$ cat config.mk
export PLATFORM = sky130hd
export DESIGN_NAME = fan_tach_rpm_monitor_core
export DESIGN_NICKNAME = d
export VERILOG_FILES = /design/src/sv/ftrm_pkg.sv /design/src/sv/ftrm_ctrl.sv /design/src/sv/ftrm_datapath.sv /design/src/sv/fan_tach_rpm_monitor_core.sv
export SDC_FILE = /design/constraint.sdc
export NUM_CORES = 2
export LEC_CHECK = 0
export BUFFER_PORTS_ARGS = -buffer_cell sky130_fd_sc_hd__buf_2
export CAP_MARGIN = 20
export CORE_MARGIN = 10
export CORE_UTILIZATION = 50
export CTS_CLUSTER_SIZE = 28
export DETAILED_ROUTE_END_ITERATION = 8
export GPL_TIMING_DRIVEN = 0
export PLACE_DENSITY_LB_ADDON = 0.25
export SETUP_SLACK_MARGIN = 0.05
export SLEW_MARGIN = 20
export SYNTH_ARGS = -nofsm -noshare
export SYNTH_HDL_FRONTEND = slang
export SYNTH_HIERARCHICAL = 1
export SYNTH_SLANG_ARGS = --single-unit
$ cat constraint.sdc
create_clock -name clk -period 6.52 [get_ports clk]
set_input_delay 0.652 -clock clk [delete_from_list [all_inputs] [get_ports clk]]
set_output_delay 0.652 -clock clk [all_outputs]
set_load 0.02 [all_outputs]
$ cat src/sv/ftrm_pkg.sv
`timescale 1ns / 1ps
// Package for the fan tachometer speed monitor.
// Shared constants, codes and controller/datapath interface structs. No dependencies.
package ftrm_pkg;

	localparam int unsigned CHANNELS_DEF = 8;
	localparam int unsigned MAX_CHANNELS = 8;
	localparam int unsigned CH_W = 3;
	localparam int unsigned TIME_W = 32;
	localparam int unsigned RPM_W = 16;
	localparam int unsigned STALL_W = 24;
	localparam int unsigned PPR_W = 4;
	localparam int unsigned HOLD_W = 8;
	localparam int unsigned KINDS_W = 16;
	localparam int unsigned THR_W = 64;
	localparam int unsigned CFG_IDX_W = 3;

	// Denominator is period (below 2^24) times ppr (up to 15): 28 bits.
	localparam int unsigned DEN_W = 28;
	localparam int unsigned NUM_W = 26;
	localparam logic [NUM_W-1:0] RPM_NUMERATOR = 26'd60000000;
	localparam logic [RPM_W-1:0] RPM_MAX = 16'hffff;

	localparam logic [CFG_IDX_W-1:0] REG_STALL = 3'd0;
	localparam logic [CFG_IDX_W-1:0] REG_PPR = 3'd1;
	localparam logic [CFG_IDX_W-1:0] REG_HOLD = 3'd2;
	localparam logic [CFG_IDX_W-1:0] REG_KINDS = 3'd3;
	localparam logic [CFG_IDX_W-1:0] REG_LOW0 = 3'd4;
	localparam logic [CFG_IDX_W-1:0] REG_LOW1 = 3'd5;

	localparam logic [1:0] KIND_NONE = 2'd0;
	localparam logic [1:0] KIND_PUMP = 2'd2;

	localparam logic MODE_EDGE = 1'b0;

	// Controller to datapath.
	typedef struct packed {
		logic load;      // capture the input beat
		logic edge_wr;   // apply an edge to the channel tables
		logic ch_start;  // begin evaluating the current channel
		logic div_step;  // one quotient bit of the divider
		logic ch_done;   // store the current channel's speed and low check
		logic ch_next;   // advance the channel pointer
		logic finish;    // update hold counters and publish the result
	} ftrm_cmd_t;

	// Datapath to controller.
	typedef struct packed {
		logic is_edge;
		logic last_ch;
		logic div_last;
	} ftrm_sts_t;

endpackage

$ cat src/sv/ftrm_ctrl.sv
`timescale 1ns / 1ps
// Controller state machine for the fan tachometer speed monitor.
// Depends on ftrm_pkg for the command and status structs.
module ftrm_ctrl (
	input  logic                clk,
	input  logic                arst_n,
	input  logic                in_beat,
	input  logic                out_free,
	input  ftrm_pkg::ftrm_sts_t sts,
	output logic                busy,
	output ftrm_pkg::ftrm_cmd_t cmd
);

	localparam logic [2:0] ST_IDLE = 3'd0;
	localparam logic [2:0] ST_DECODE = 3'd1;
	localparam logic [2:0] ST_CH = 3'd2;
	localparam logic [2:0] ST_DIV = 3'd3;
	localparam logic [2:0] ST_STORE = 3'd4;
	localparam logic [2:0] ST_FINISH = 3'd5;

	logic [2:0] state_q;
	logic [2:0] state_d;

	always_comb begin
		state_d = state_q;
		cmd = '0;
		cmd.load = in_beat;
		case (state_q)
			ST_IDLE: begin
				if (in_beat) state_d = ST_DECODE;
			end
			ST_DECODE: begin
				if (sts.is_edge) begin
					cmd.edge_wr = 1'b1;
					state_d = ST_IDLE;
				end else begin
					state_d = ST_CH;
				end
			end
			ST_CH: begin
				cmd.ch_start = 1'b1;
				state_d = ST_DIV;
			end
			ST_DIV: begin
				cmd.div_step = 1'b1;
				if (sts.div_last) state_d = ST_STORE;
			end
			ST_STORE: begin
				cmd.ch_done = 1'b1;
				if (sts.last_ch) begin
					state_d = ST_FINISH;
				end else begin
					cmd.ch_next = 1'b1;
					state_d = ST_CH;
				end
			end
			ST_FINISH: begin
				if (out_free) begin
					cmd.finish = 1'b1;
					state_d = ST_IDLE;
				end
			end
			default: state_d = ST_IDLE;
		endcase
	end

	assign busy = (state_q != ST_IDLE);

	always_ff @(posedge clk or negedge arst_n) begin
		if (!arst_n) state_q <= ST_IDLE;
		else state_q <= state_d;
	end

endmodule

$ cat src/sv/ftrm_datapath.sv
`timescale 1ns / 1ps
// Datapath of the fan tachometer speed monitor: channel tables, shared
// restoring divider, low checks, hold counters and output register. Uses ftrm_pkg.
module ftrm_datapath #(
	parameter int unsigned CHANNELS = ftrm_pkg::CHANNELS_DEF
) (
	input  logic                                   clk,
	input  logic                                   arst_n,
	input  ftrm_pkg::ftrm_cmd_t                    cmd,
	output ftrm_pkg::ftrm_sts_t                    sts,
	input  logic                                   cfg_we,
	input  logic [ftrm_pkg::CFG_IDX_W-1:0]         cfg_idx,
	input  logic [ftrm_pkg::THR_W-1:0]             cfg_data,
	input  logic                                   in_mode,
	input  logic [ftrm_pkg::CH_W-1:0]              in_channel,
	input  logic [ftrm_pkg::TIME_W-1:0]            in_now,
	input  logic                                   in_standby,
	input  logic [ftrm_pkg::MAX_CHANNELS-1:0]      in_duty,
	input  logic                                   out_take,
	output logic                                   out_valid,
	output logic [ftrm_pkg::MAX_CHANNELS*ftrm_pkg::RPM_W-1:0] out_rpm,
	output logic                                   out_pump_alarm,
	output logic                                   out_fan_low
);

	localparam int unsigned NCH = ftrm_pkg::MAX_CHANNELS;
	localparam int unsigned RW = ftrm_pkg::RPM_W;
	localparam int unsigned DW = ftrm_pkg::DEN_W;
	localparam int unsigned NW = ftrm_pkg::NUM_W;
	localparam int unsigned BW = $clog2(NW + 1);

	// Configuration registers.
	logic [ftrm_pkg::STALL_W-1:0] stall_q;
	logic [ftrm_pkg::PPR_W-1:0]   ppr_q;
	logic [ftrm_pkg::HOLD_W-1:0]  hold_q;
	logic [ftrm_pkg::KINDS_W-1:0] kinds_q;
	logic [ftrm_pkg::THR_W-1:0]   low0_q;
	logic [ftrm_pkg::THR_W-1:0]   low1_q;

	always_ff @(posedge clk or negedge arst_n) begin
		if (!arst_n) begin
			stall_q <= 24'd1000000;
			ppr_q <= 4'd2;
			hold_q <= 8'd3;
			kinds_q <= '0;
			low0_q <= '0;
			low1_q <= '0;
		end else if (cfg_we) begin
			case (cfg_idx)
				ftrm_pkg::REG_STALL: stall_q <= cfg_data[ftrm_pkg::STALL_W-1:0];
				ftrm_pkg::REG_PPR: ppr_q <= cfg_data[ftrm_pkg::PPR_W-1:0];
				ftrm_pkg::REG_HOLD: hold_q <= cfg_data[ftrm_pkg::HOLD_W-1:0];
				ftrm_pkg::REG_KINDS: kinds_q <= cfg_data[ftrm_pkg::KINDS_W-1:0];
				ftrm_pkg::REG_LOW0: low0_q <= cfg_data;
				ftrm_pkg::REG_LOW1: low1_q <= cfg_data;
				default: ;
			endcase
		end
	end

	// Captured input beat.
	logic                          mode_q;
	logic [ftrm_pkg::CH_W-1:0]     chan_q;
	logic [ftrm_pkg::TIME_W-1:0]   now_q;
	logic                          standby_q;
	logic [NCH-1:0]                duty_q;

	always_ff @(posedge clk) begin
		if (cmd.load) begin
			mode_q <= in_mode;
			chan_q <= in_channel;
			now_q <= in_now;
			standby_q <= in_standby;
			duty_q <= in_duty;
		end
	end

	// Channel tables.
	logic [ftrm_pkg::TIME_W-1:0] edge_time_q [NCH];
	logic [ftrm_pkg::TIME_W-1:0] period_q [NCH];
	logic [NCH-1:0]              seen_q;

	always_ff @(posedge clk or negedge arst_n) begin
		if (!arst_n) begin
			seen_q <= '0;
			for (int i = 0; i < NCH; i++) begin
				edge_time_q[i] <= '0;
				period_q[i] <= '0;
			end
		end else if (cmd.edge_wr && (32'(chan_q) < CHANNELS)) begin
			if (seen_q[chan_q]) period_q[chan_q] <= now_q - edge_time_q[chan_q];
			edge_time_q[chan_q] <= now_q;
			seen_q[chan_q] <= 1'b1;
		end
	end

	// Per-channel evaluation with a shared restoring divider.
	logic [ftrm_pkg::CH_W-1:0] ch_q;
	logic                      zero_q;
	logic [DW-1:0]             den_q;
	logic [NW-1:0]             num_q;
	logic [DW:0]               rem_q;
	logic [NW-1:0]             quo_q;
	logic [BW-1:0]             bit_q;

	logic [ftrm_pkg::TIME_W-1:0] cur_period;
	logic [ftrm_pkg::TIME_W-1:0] cur_age;
	logic [ftrm_pkg::PPR_W-1:0]  ppr_eff;
	logic                        cur_zero;
	logic [DW:0]                 rem_sh;
	logic [DW:0]                 rem_sub;

	assign cur_period = period_q[ch_q];
	assign cur_age = now_q - edge_time_q[ch_q];
	assign ppr_eff = (ppr_q == '0) ? ftrm_pkg::PPR_W'(1) : ppr_q;
	assign cur_zero = !seen_q[ch_q] || (cur_period == '0)
		|| (cur_period > 32'(stall_q)) || (cur_age > 32'(stall_q))
		|| (32'(ch_q) >= CHANNELS);
	assign rem_sh = {rem_q[DW-1:0], num_q[NW-1]};
	assign rem_sub = rem_sh - {1'b0, den_q};

	always_ff @(posedge clk or negedge arst_n) begin
		if (!arst_n) begin
			ch_q <= '0;
			bit_q <= '0;
		end else begin
			if (cmd.load) ch_q <= '0;
			else if (cmd.ch_next) ch_q <= ch_q + 1'b1;
			if (cmd.ch_start) bit_q <= '0;
			else if (cmd.div_step) bit_q <= bit_q + 1'b1;
		end
	end

	always_ff @(posedge clk) begin
		if (cmd.ch_start) begin
			zero_q <= cur_zero;
			// Period is below 2^24 whenever the speed is nonzero.
			den_q <= DW'(cur_period[ftrm_pkg::STALL_W-1:0]) * DW'(ppr_eff);
			num_q <= ftrm_pkg::RPM_NUMERATOR;
			rem_q <= '0;
			quo_q <= '0;
		end else if (cmd.div_step) begin
			num_q <= {num_q[NW-2:0], 1'b0};
			if (!rem_sub[DW]) begin
				rem_q <= rem_sub;
				quo_q <= {quo_q[NW-2:0], 1'b1};
			end else begin
				rem_q <= rem_sh;
				quo_q <= {quo_q[NW-2:0], 1'b0};
			end
		end
	end

	// Speed and low check for the finished channel.
	logic [RW-1:0]  rpm_cur;
	logic [RW-1:0]  thr_cur;
	logic [1:0]     kind_cur;
	logic [RW-1:0]  rpm_q [NCH];
	logic           pump_hit_q;
	logic           fan_hit_q;
	logic           low_cur;

	assign rpm_cur = zero_q ? '0 :
		((quo_q > NW'(ftrm_pkg::RPM_MAX)) ? ftrm_pkg::RPM_MAX : quo_q[RW-1:0]);
	assign thr_cur = ch_q[ftrm_pkg::CH_W-1] ? low1_q[16*ch_q[1:0] +: RW]
		: low0_q[16*ch_q[1:0] +: RW];
	assign kind_cur = kinds_q[2*ch_q +: 2];
	assign low_cur = !standby_q && (kind_cur != ftrm_pkg::KIND_NONE) && duty_q[ch_q]
		&& (rpm_cur < thr_cur) && (32'(ch_q) < CHANNELS);

	always_ff @(posedge clk) begin
		if (cmd.load) begin
			pump_hit_q <= 1'b0;
			fan_hit_q <= 1'b0;
		end else if (cmd.ch_done) begin
			rpm_q[ch_q] <= rpm_cur;
			if (low_cur && kind_cur == ftrm_pkg::KIND_PUMP) pump_hit_q <= 1'b1;
			if (low_cur && kind_cur != ftrm_pkg::KIND_PUMP) fan_hit_q <= 1'b1;
		end
	end

	// Hold counters and output register.
	logic [ftrm_pkg::HOLD_W-1:0] pump_run_q;
	logic [ftrm_pkg::HOLD_W-1:0] fan_run_q;
	logic [ftrm_pkg::HOLD_W-1:0] pump_run_d;
	logic [ftrm_pkg::HOLD_W-1:0] fan_run_d;

	assign pump_run_d = !pump_hit_q ? '0 : (pump_run_q < hold_q ? pump_run_q + 1'b1 : pump_run_q);
	assign fan_run_d = !fan_hit_q ? '0 : (fan_run_q < hold_q ? fan_run_q + 1'b1 : fan_run_q);

	always_ff @(posedge clk or negedge arst_n) begin
		if (!arst_n) begin
			pump_run_q <= '0;
			fan_run_q <= '0;
			out_valid <= 1'b0;
		end else begin
			if (cmd.finish) begin
				pump_run_q <= pump_run_d;
				fan_run_q <= fan_run_d;
				out_valid <= 1'b1;
			end else if (out_take) begin
				out_valid <= 1'b0;
			end
		end
	end

	always_ff @(posedge clk) begin
		if (cmd.finish) begin
			for (int i = 0; i < NCH; i++) out_rpm[i*RW +: RW] <= rpm_q[i];
			out_pump_alarm <= (pump_run_d >= hold_q);
			out_fan_low <= (fan_run_d >= hold_q);
		end
	end

	assign sts.is_edge = (mode_q == ftrm_pkg::MODE_EDGE);
	assign sts.last_ch = (ch_q == ftrm_pkg::CH_W'(NCH - 1));
	assign sts.div_last = (bit_q == BW'(NW - 1));

endmodule

$ cat src/sv/fan_tach_rpm_monitor_core.sv
`timescale 1ns / 1ps
// Top level of the fan tachometer speed monitor.
// Instantiates ftrm_ctrl and ftrm_datapath; uses ftrm_pkg.

// Edge beats (mode 0) record a tach edge time and period for one channel and
// produce no result. Update beats (mode 1) walk all eight channels through
// one shared 26-step restoring divider; each channel has one setup state, 26
// divide steps and one store state, and the result beat is published after
// the last channel once the output is free. The input is accepted only when the
// block is idle. The result register holds one beat, and the next update may
// enter while it waits; that update stalls at its end until the register frees.
module fan_tach_rpm_monitor_core #(
	parameter int unsigned CHANNELS = ftrm_pkg::CHANNELS_DEF
) (
	input  logic         clk,
	input  logic         arst_n,
	// Configuration write port.
	input  logic         cfg_we,
	input  logic [2:0]   cfg_idx,
	input  logic [63:0]  cfg_data,
	// Input stream.
	input  logic         s_tvalid,
	output logic         s_tready,
	input  logic [47:0]  s_tdata,   // mode[0], channel[3:1], now_us[35:4], standby[36],
	                                // duty_active[44:37], zero fill
	// Result stream.
	output logic         m_tvalid,
	input  logic         m_tready,
	output logic [135:0] m_tdata    // rpm_ch0..rpm_ch7 16 bits each [127:0],
	                                // pump alarm[128], fan_low[129], zero fill
);

	ftrm_pkg::ftrm_cmd_t cmd;
	ftrm_pkg::ftrm_sts_t sts;
	logic busy;
	logic in_beat;
	logic out_beat;
	logic [127:0] rpm_bus;
	logic pump_alarm;
	logic fan_low;

	assign s_tready = !busy;
	assign in_beat = s_tvalid && s_tready;
	assign out_beat = m_tvalid && m_tready;

	ftrm_ctrl u_ctrl (
		.clk(clk), .arst_n(arst_n), .in_beat(in_beat),
		.out_free(!m_tvalid || m_tready), .sts(sts), .busy(busy), .cmd(cmd)
	);

	ftrm_datapath #(.CHANNELS(CHANNELS)) u_dp (
		.clk(clk), .arst_n(arst_n), .cmd(cmd), .sts(sts),
		.cfg_we(cfg_we), .cfg_idx(cfg_idx), .cfg_data(cfg_data),
		.in_mode(s_tdata[0]), .in_channel(s_tdata[3:1]), .in_now(s_tdata[35:4]),
		.in_standby(s_tdata[36]), .in_duty(s_tdata[44:37]),
		.out_take(out_beat), .out_valid(m_tvalid), .out_rpm(rpm_bus),
		.out_pump_alarm(pump_alarm), .out_fan_low(fan_low)
	);

	assign m_tdata = {6'd0, fan_low, pump_alarm, rpm_bus};

	// An accepted item makes the block busy; items are accepted only while idle.
	assert property (@(posedge clk) disable iff (!arst_n) in_beat |=> busy)
		else $error("accepted beat did not start work");
	// A result is published only when the output register is free.
	assert property (@(posedge clk) disable iff (!arst_n)
		cmd.finish |-> (!m_tvalid || m_tready))
		else $error("result overwrote a pending beat");
	// A pending result holds until taken.
	assert property (@(posedge clk) disable iff (!arst_n)
		(m_tvalid && !m_tready) |=> (m_tvalid && $stable(m_tdata)))
		else $error("result dropped");

endmodule
Word level (Yosys, flattened, before mapping)
Memories as Yosys holds them, arrays and structs flattened. A register that Yosys moved wholly into a read port is not among the register bits.
Cells that the tools add are included.
- register bits after elaboration: 878
- latch bits: 0
- RAM bits: 128
- ROM bits: 0
- input bits: 120
- output and inout bits: 138
- word-level logic and storage cells: 179
- memories kept: 1
- memory list (name ; depth ; bits a word ; read ports ; clocked after Yosys merged registers in ; write ports ; line ; text):
    u_dp.rpm_q ; 8 ; 16 ; 8 ; 8 ; 1 ; ftrm_datapath.sv:158 ; logic [RW-1:0] rpm_q [NCH];
- add/sub/neg operators: 7
- $mul: 1
- div/mod/pow operators: 0
- order comparisons: 14
- equal/unequal tests: 17
- shift-type cells: 3
- mux-type cells: 54
- bitwise operators: 3
- reductions and logical operators: 36
- operators with widths (cell ; number):
    256-bit bitwise mux ; 2
    32-bit binary-select mux with 3-bit select ; 3
    32-bit 2-to-1 mux ; 7
    64-bit by 7-bit variable part select with 16-bit output ; 2
    32-bit demux with 3-bit select ; 1
    32-bit by 24-bit greater-than comparator with 1-bit output ; 2
    32-bit subtractor ; 2
    16-bit 2-to-1 mux ; 3
    32-bit zero test ; 1
    8-bit 2-to-1 mux ; 4
    29-bit by 28-bit subtractor with 29-bit output ; 1
    24-bit by 4-bit multiplier with 28-bit output ; 1
    28-bit 2-to-1 mux ; 1
    26-bit by 16-bit greater-than comparator with 1-bit output, second input constant ; 1
    3-bit 2-to-1 mux ; 6
    3-bit one-hot mux with 6 select lines ; 1
    2-bit AND reduction ; 9
    1-bit 2-to-1 mux ; 17
    8-bit by 1-bit adder with 8-bit output, second input constant ; 2
    8-bit greater-or-equal comparator ; 2
    16-bit less-than comparator ; 1
    8-bit less-than comparator ; 2
    16-bit by 5-bit variable part select with 2-bit output ; 1
    3-bit == test, second input constant ; 5
    other kinds (27) ; 58

Logic depth before layout (Yosys ltp)
- word-level depth: 8
- gate-level depth with buffers: 30
- gate-level depth less buffers: 25

Modules after synthesis
The synthesis kept the hierarchy.
- modules (own cells, without submodules) (module ; instances ; cells each ; area an instance (sq um)):
    ftrm_datapath ; 1 ; 4685 ; 55213.0
    ftrm_ctrl ; 1 ; 29 ; 266.5
    fan_tach_rpm_monitor_core ; 1 ; 13 ; 86.3

Least setup slack after synthesis
OpenSTA, ideal clock, no wires.
- kind: register to register
- from: reg u_dp/ch_q[1] in the netlist's numbering
- to: reg u_dp.zero_q, data pin
- library setup time: 0.273 ns
- data arrival time: 6.035 ns
- required time: 6.247 ns
- setup slack: 0.212 ns
- cell stages (with the launch flop): 30
- period minus slack after synthesis: 6.308 ns
- path through: dfrtp_1 buf_4 buf_2 and3_1 clkbuf_1 buf_1 clkbuf_1 a22oi_1 nand3_1 ha_1 inv_1 fa_1 a211o_1 a2111oi_0 o221ai_1 a211o_1 a21oi_1 nor2b_1 nand2b_1 a21oi_1 xnor2_1 ha_1 nand4_1 or2_2 nor2_1 nand2_1 a221o_1 a311o_1 nor4_1 nand4_1
- word-level cells in the longest chain between the ends: 8
- RTL lines (element ; line ; text):
    start: declaration ; ftrm_datapath.sv:98 ; logic [ftrm_pkg::CH_W-1:0] ch_q;
    start signal: assignment ; ftrm_datapath.sv:128 ; else if (cmd.ch_next) ch_q <= ch_q + 1'b1;
    parallel branches: the longest is 7 deep, another holds 32-bit subtractor ; - ;
    1-bit logical OR (*) ; ftrm_datapath.sv:117 ; || (cur_period > 32'(stall_q)) || (cur_age > 32'(stall_q))
    named net u_dp.cur_zero ; ftrm_datapath.sv:109 ; logic cur_zero;
    end signal: assignment ; ftrm_datapath.sv:136 ; zero_q <= cur_zero;
    end: declaration ; ftrm_datapath.sv:99 ; logic zero_q;
Mark *: on every way through the listed nets, which the timed path passes. The select of a mux whose other input is x is not followed.
A chain may end at the register's enable or synchronous reset.

Worst setup path after layout
Ends and elaborated chain as after synthesis.

==> results.md <==
- The run finished, with violations left.
- The checks that failed: negative setup slack.
- The count of TritonRoute iterations in the first routing pass is 6.
- The post-synthesis adder-cell area fraction is under 10%.
- The number of max-slew violations in the final report is 0.
- The static leakage is 28.4 nW.
- The first global-routing pass estimated 275000 um of wire.
- The cell with the largest stage delay on the worst path is sky130_fd_sc_hd__dfrtp_2.
- The clock network is responsible for 24.7% of the overall power.
- The latest clock arrival within the worst-skew pair is 780 ps.
- The library cell used most frequently in the layout, excluding fill and tap cells, is sky130_fd_sc_hd__dfrtp_1.
- The reg-to-reg setup timing slack is -90 ps.
- The clock-pin transition on the worst setup and hold timing paths is around 60 ps.
- Among all flip-flop cells after synthesis, the most frequent one is sky130_fd_sc_hd__dfrtp_1.
- Counting flops with an async set or reset pin after synthesis yields a share of 64.2%.
- In this run the core area contains 122 standard-cell rows.
- The switching component of the power is 11.2 mW.
- Leaving out fill and tap cells, the most frequent cells in the layout are sky130_fd_sc_hd__dfrtp_1 (716), sky130_fd_sc_hd__nand2_1 (468), sky130_fd_sc_hd__mux2_2 (438).
- The layout net count is 5590.
- The shortest clock period the worst path allows after layout is 6610 ps.
- The cell area after layout is 65200 um^2.
- The post-synthesis instance total is ~4.7k.
- The capturing element of the worst setup path is u_dp/zero_q.
- The H-tree was split into 3 levels.
- The critical path depth in cells is 30.
- The number of cell instances on the worst register-to-register path is 30.
- The Yosys step of the flow raised 6 warnings.
- The initial antenna violation count was 35.
- The via count of the first global-routing pass is 41.5k.
- In this run the tightest slew margin relative to its limit is 18.4%.
- The number of antenna-violating nets in the routed design is 0.
- The worst setup path is of the reg2reg kind.
- Tracing the worst setup path back leads to its startpoint at u_dp/ch_q[1].
- The number of flops mapped to enable cells by yosys is 332.
- The remaining routing DRC violations is 0.
- On the final layout, the worst clock skew is around 94 ps.
- The pre-CTS worst setup slack is -2510 ps.
- In this run the worst path has a maximum fanout of 8.
- Summing all multi-input logic gate instances after layout gives roughly 25000 um^2.
- The horizontal die dimension is around 350 um.
- At the pin with the least slew margin, the transition time is between 1000 and 1500 ps.
- The highest clock rate is about 150 MHz.
- The total wire length is 188000 um.
- Counting every sink on the clock net gives 1134.
- On the final layout, the worst hold slack is 59.9 ps.
- The count of input and output buffers is approximately 250.
- Detailed routing inserted a total of 42.9k vias.
- Pin placement for this block handled 258 I/O pins.
- The dominant combinational cell family by area after synthesis is compound AO/OA/AOI/OAI gates.
- The flip-flop and latch count after synthesis is 1134.
- In this run the mean area of a mapped cell was 11.8 um^2.
- The multiplexer fraction of the synthesized cell area is approximately 12%.
- The share of the synthesized area in the top cell type is between 30% and 40%.
- The number of inserted filler cells in the final layout is 9009.
- The longest clock path from root to sink contains 3 buffers.
- Summing the areas of all compound-gate instances in the mapped netlist gives 13.4% of the synthesized area.
- By area the synthesized netlist is led by sky130_fd_sc_hd__dfrtp_1 (32%), sky130_fd_sc_hd__edfxtp_1 (18%), sky130_fd_sc_hd__mux2_2 (8.9%), sky130_fd_sc_hd__ha_1 (5.0%), sky130_fd_sc_hd__o21ai_0 (3.2%).
- The HPWL after detailed placement is 130000 um.
- The share of total power dissipated in sequential elements is 33.5%.
- The layout-stage area growth over the synthesis result is 17.3%.
- STA puts the critical path data arrival time at 6980 ps.
- The tree is rooted in a sky130_fd_sc_hd__clkbuf_16.
- The synthesized design spends more area on one cell type than any other, namely sky130_fd_sc_hd__dfrtp_1.
- The maximum number of pins on one net before global-route repair is 102.
- The category of cells accounting for the largest share of critical-path delay is simple AND/OR/NAND/NOR gates.
- The internal cell power is 17.8 mW.
- For the worst setup path, the data required time is a little under 7000 ps.
- Counting stages on the worst path, the most repeated cell is sky130_fd_sc_hd__buf_12.
- The final count of negative-setup-slack endpoints is 1.
- The total die area is roughly 120000 um^2.
- The power density relative to cell area is 445 nW/um^2.
- Clock tree synthesis inserted a total of 118 buffers.
- The critical register-to-register path startpoint is u_dp/ch_q[1].
- The sequential share of the synthesized area is 53.4%.
- The standard cell area after detailed placement is just under 60000 um^2.
- The type of the tightest min-delay check is in2reg.
- The final count of hold timing violations came to 0.
- The height of the die is 353 um.
- The biggest cell delay along the critical path is 460 ps.
- The final critical path takes up 101% of the cycle.
- The congestion estimate from routability-driven global placement came to roughly 0.98.
- Cells fill 59.0% of the core in the end.
- The count of maximum capacitance violations is 0.
- Setup repair after global routing could not meet its margin everywhere.
- Global routing used 29.1% of the available tracks.
- The worst setup path is captured at a register.
- In the routed layout, each cell is associated on average with a via count of 6.31.
- The core box area is 111000 um^2.
- The fraction of final layout cells sized beyond drive strength 1 is 23.6%.
- Yosys mapped the design onto 82 distinct sky130hd cell types.
- After Yosys synthesis, and, or, nand and nor cells account for 9.16% of the synthesized area.
- In this run, the number of DRC markers left after iteration 0 of detailed routing was around 5.3k.
- The kind of launch point of the worst setup path is a register.
- The buffering stage count on the worst path with inverters included is 7.
- The average detailed-routed wire length per instance is between 20 and 30 um.
- Global routing finished with a remaining overflow of 0.
- The switching power as a share of total power is 38.5%.
- The endpoint identified for the worst register-to-register timing path is u_dp/zero_q.
- The power share of the combinational group is 41.7%.
- The CTS tree is yes.
- Summing all flip-flop and latch instances after layout gives 29700 um^2.
- In this run the cell area of the synthesized design comes to 55600 um^2.
- The worst-case IR drop observed on VDD is 0.273 mV.
- For this configuration, the core starts out at a cell density of slightly above 50%.
- Of the total synthesized cell area, the portion taken by XOR and XNOR cells is 1.85%.
- Setup slack on the critical path of the routed design comes to -90.6 ps.
- Summing internal, switching and leakage power gives ~29 mW.
-- worst min-delay path by stage --
stage | start | end | cells after the start
floorplan | arst_n | u_ctrl/state_q[0] | 0
global placement | u_dp/rpm_q[4][0] | u_dp/out_rpm[64] | 0
detailed placement | u_dp/rpm_q[6][5] | u_dp/out_rpm[101] | 0
finish | s_tdata[3] | u_dp/chan_q[2] | 1
global route | s_tdata[3] | u_dp/chan_q[2] | 1
CTS | s_tdata[3] | u_dp/chan_q[2] | 1
-- timing repair --
action / CTS / global route
gates resized for setup: 242 / 58
pin swaps: 34 / 34
hold buffers: 1 / 0
endpoints found under the setup margin: 121 / 61
hold endpoints to repair: 49 / 0
buffers inserted: 73 / 8
-- routing by layer --
layer  wire length, um  up-vias  global-route usage, %  part of all wire (%)
li1                  -    18400                      -                     -
met1             74400    21500                   38.5                    40
met2             81500     2454                   43.6                    43
met3             21500      573                   8.82                    11
met4             10400       22                   14.0                   5.5
met5               261        -                  0.615                  0.14
-- sequential cells by signal (all words and copies together) (netlist names), 3 cells and up --
| register | count |
|---|---|
| u_ctrl/state_q | 3 |
| u_dp/bit_q | 5 |
| u_dp/ch_q | 3 |
| u_dp/chan_q | 3 |
| u_dp/den_q | 28 |
| u_dp/duty_q | 8 |
| u_dp/edge_time_q | 256 |
| u_dp/fan_run_q | 8 |
| u_dp/hold_q | 8 |
| u_dp/kinds_q | 16 |
| u_dp/low0_q | 64 |
| u_dp/low1_q | 64 |
| u_dp/now_q | 32 |
| u_dp/num_q | 18 |
| u_dp/out_rpm | 128 |
| u_dp/period_q | 256 |
| u_dp/ppr_q | 4 |
| u_dp/pump_run_q | 8 |
| u_dp/quo_q | 26 |
| u_dp/rem_q | 28 |
| u_dp/rpm_q | 128 |
| u_dp/seen_q | 8 |
| u_dp/stall_q | 24 |
-- logic make-up after synthesis --
family	count (synthesis)
and+or+nand+nor	1092
adders and majority gates	269
DFF	1134
other	1
buffers and inverters	416
xor gates and xnor gates	115
AOI/OAI and AO/OA	1117
muxes	583
-- power groups by stage --
stage	registers (mW)	logic (mW)	clock network [mW]
after floorplan	9.47	7.48	0
after global placement	9.76	10.5	0
after detailed placement	9.80	10.7	0
after CTS	9.68	11.6	7.26
after global routing	9.87	12.9	7.54
final	9.74	12.1	7.18
-- cell usage after synthesis (all sizes together), types with 62 or more instances --
cell type	count
xnor2	68
dfrtp	718
dfxtp	74
o21ai	366
mux2	438
clkbuf	197
a21oi	159
a21o	73
inv	155
and3	71
a22oi	142
mux2i	101
a221oi	95
ha	222
buf	62
nor2	227
nand2	470
edfxtp	332
-- stage by stage --
stage	TNS, ps	cells
after global placement	-7951240	6468
after floorplan	0	4732
after detailed placement	-29590	6491
final	-90.6	6802
after global routing	-270	6801
after CTS	0	6788
-- final cells by class --
cell class,count,share of cell area [%]
sequential,1134,45.5
multi-input combinational,3182,38.0
clock buffer,146,4.86
timing repair buffer,353,3.56
tap,1488,2.86
buffer,255,2.66
clock inverter,80,1.56
inverter,157,0.904
antenna,7,0.0269
Note: power is estimated with default switching activity, not from simulation.
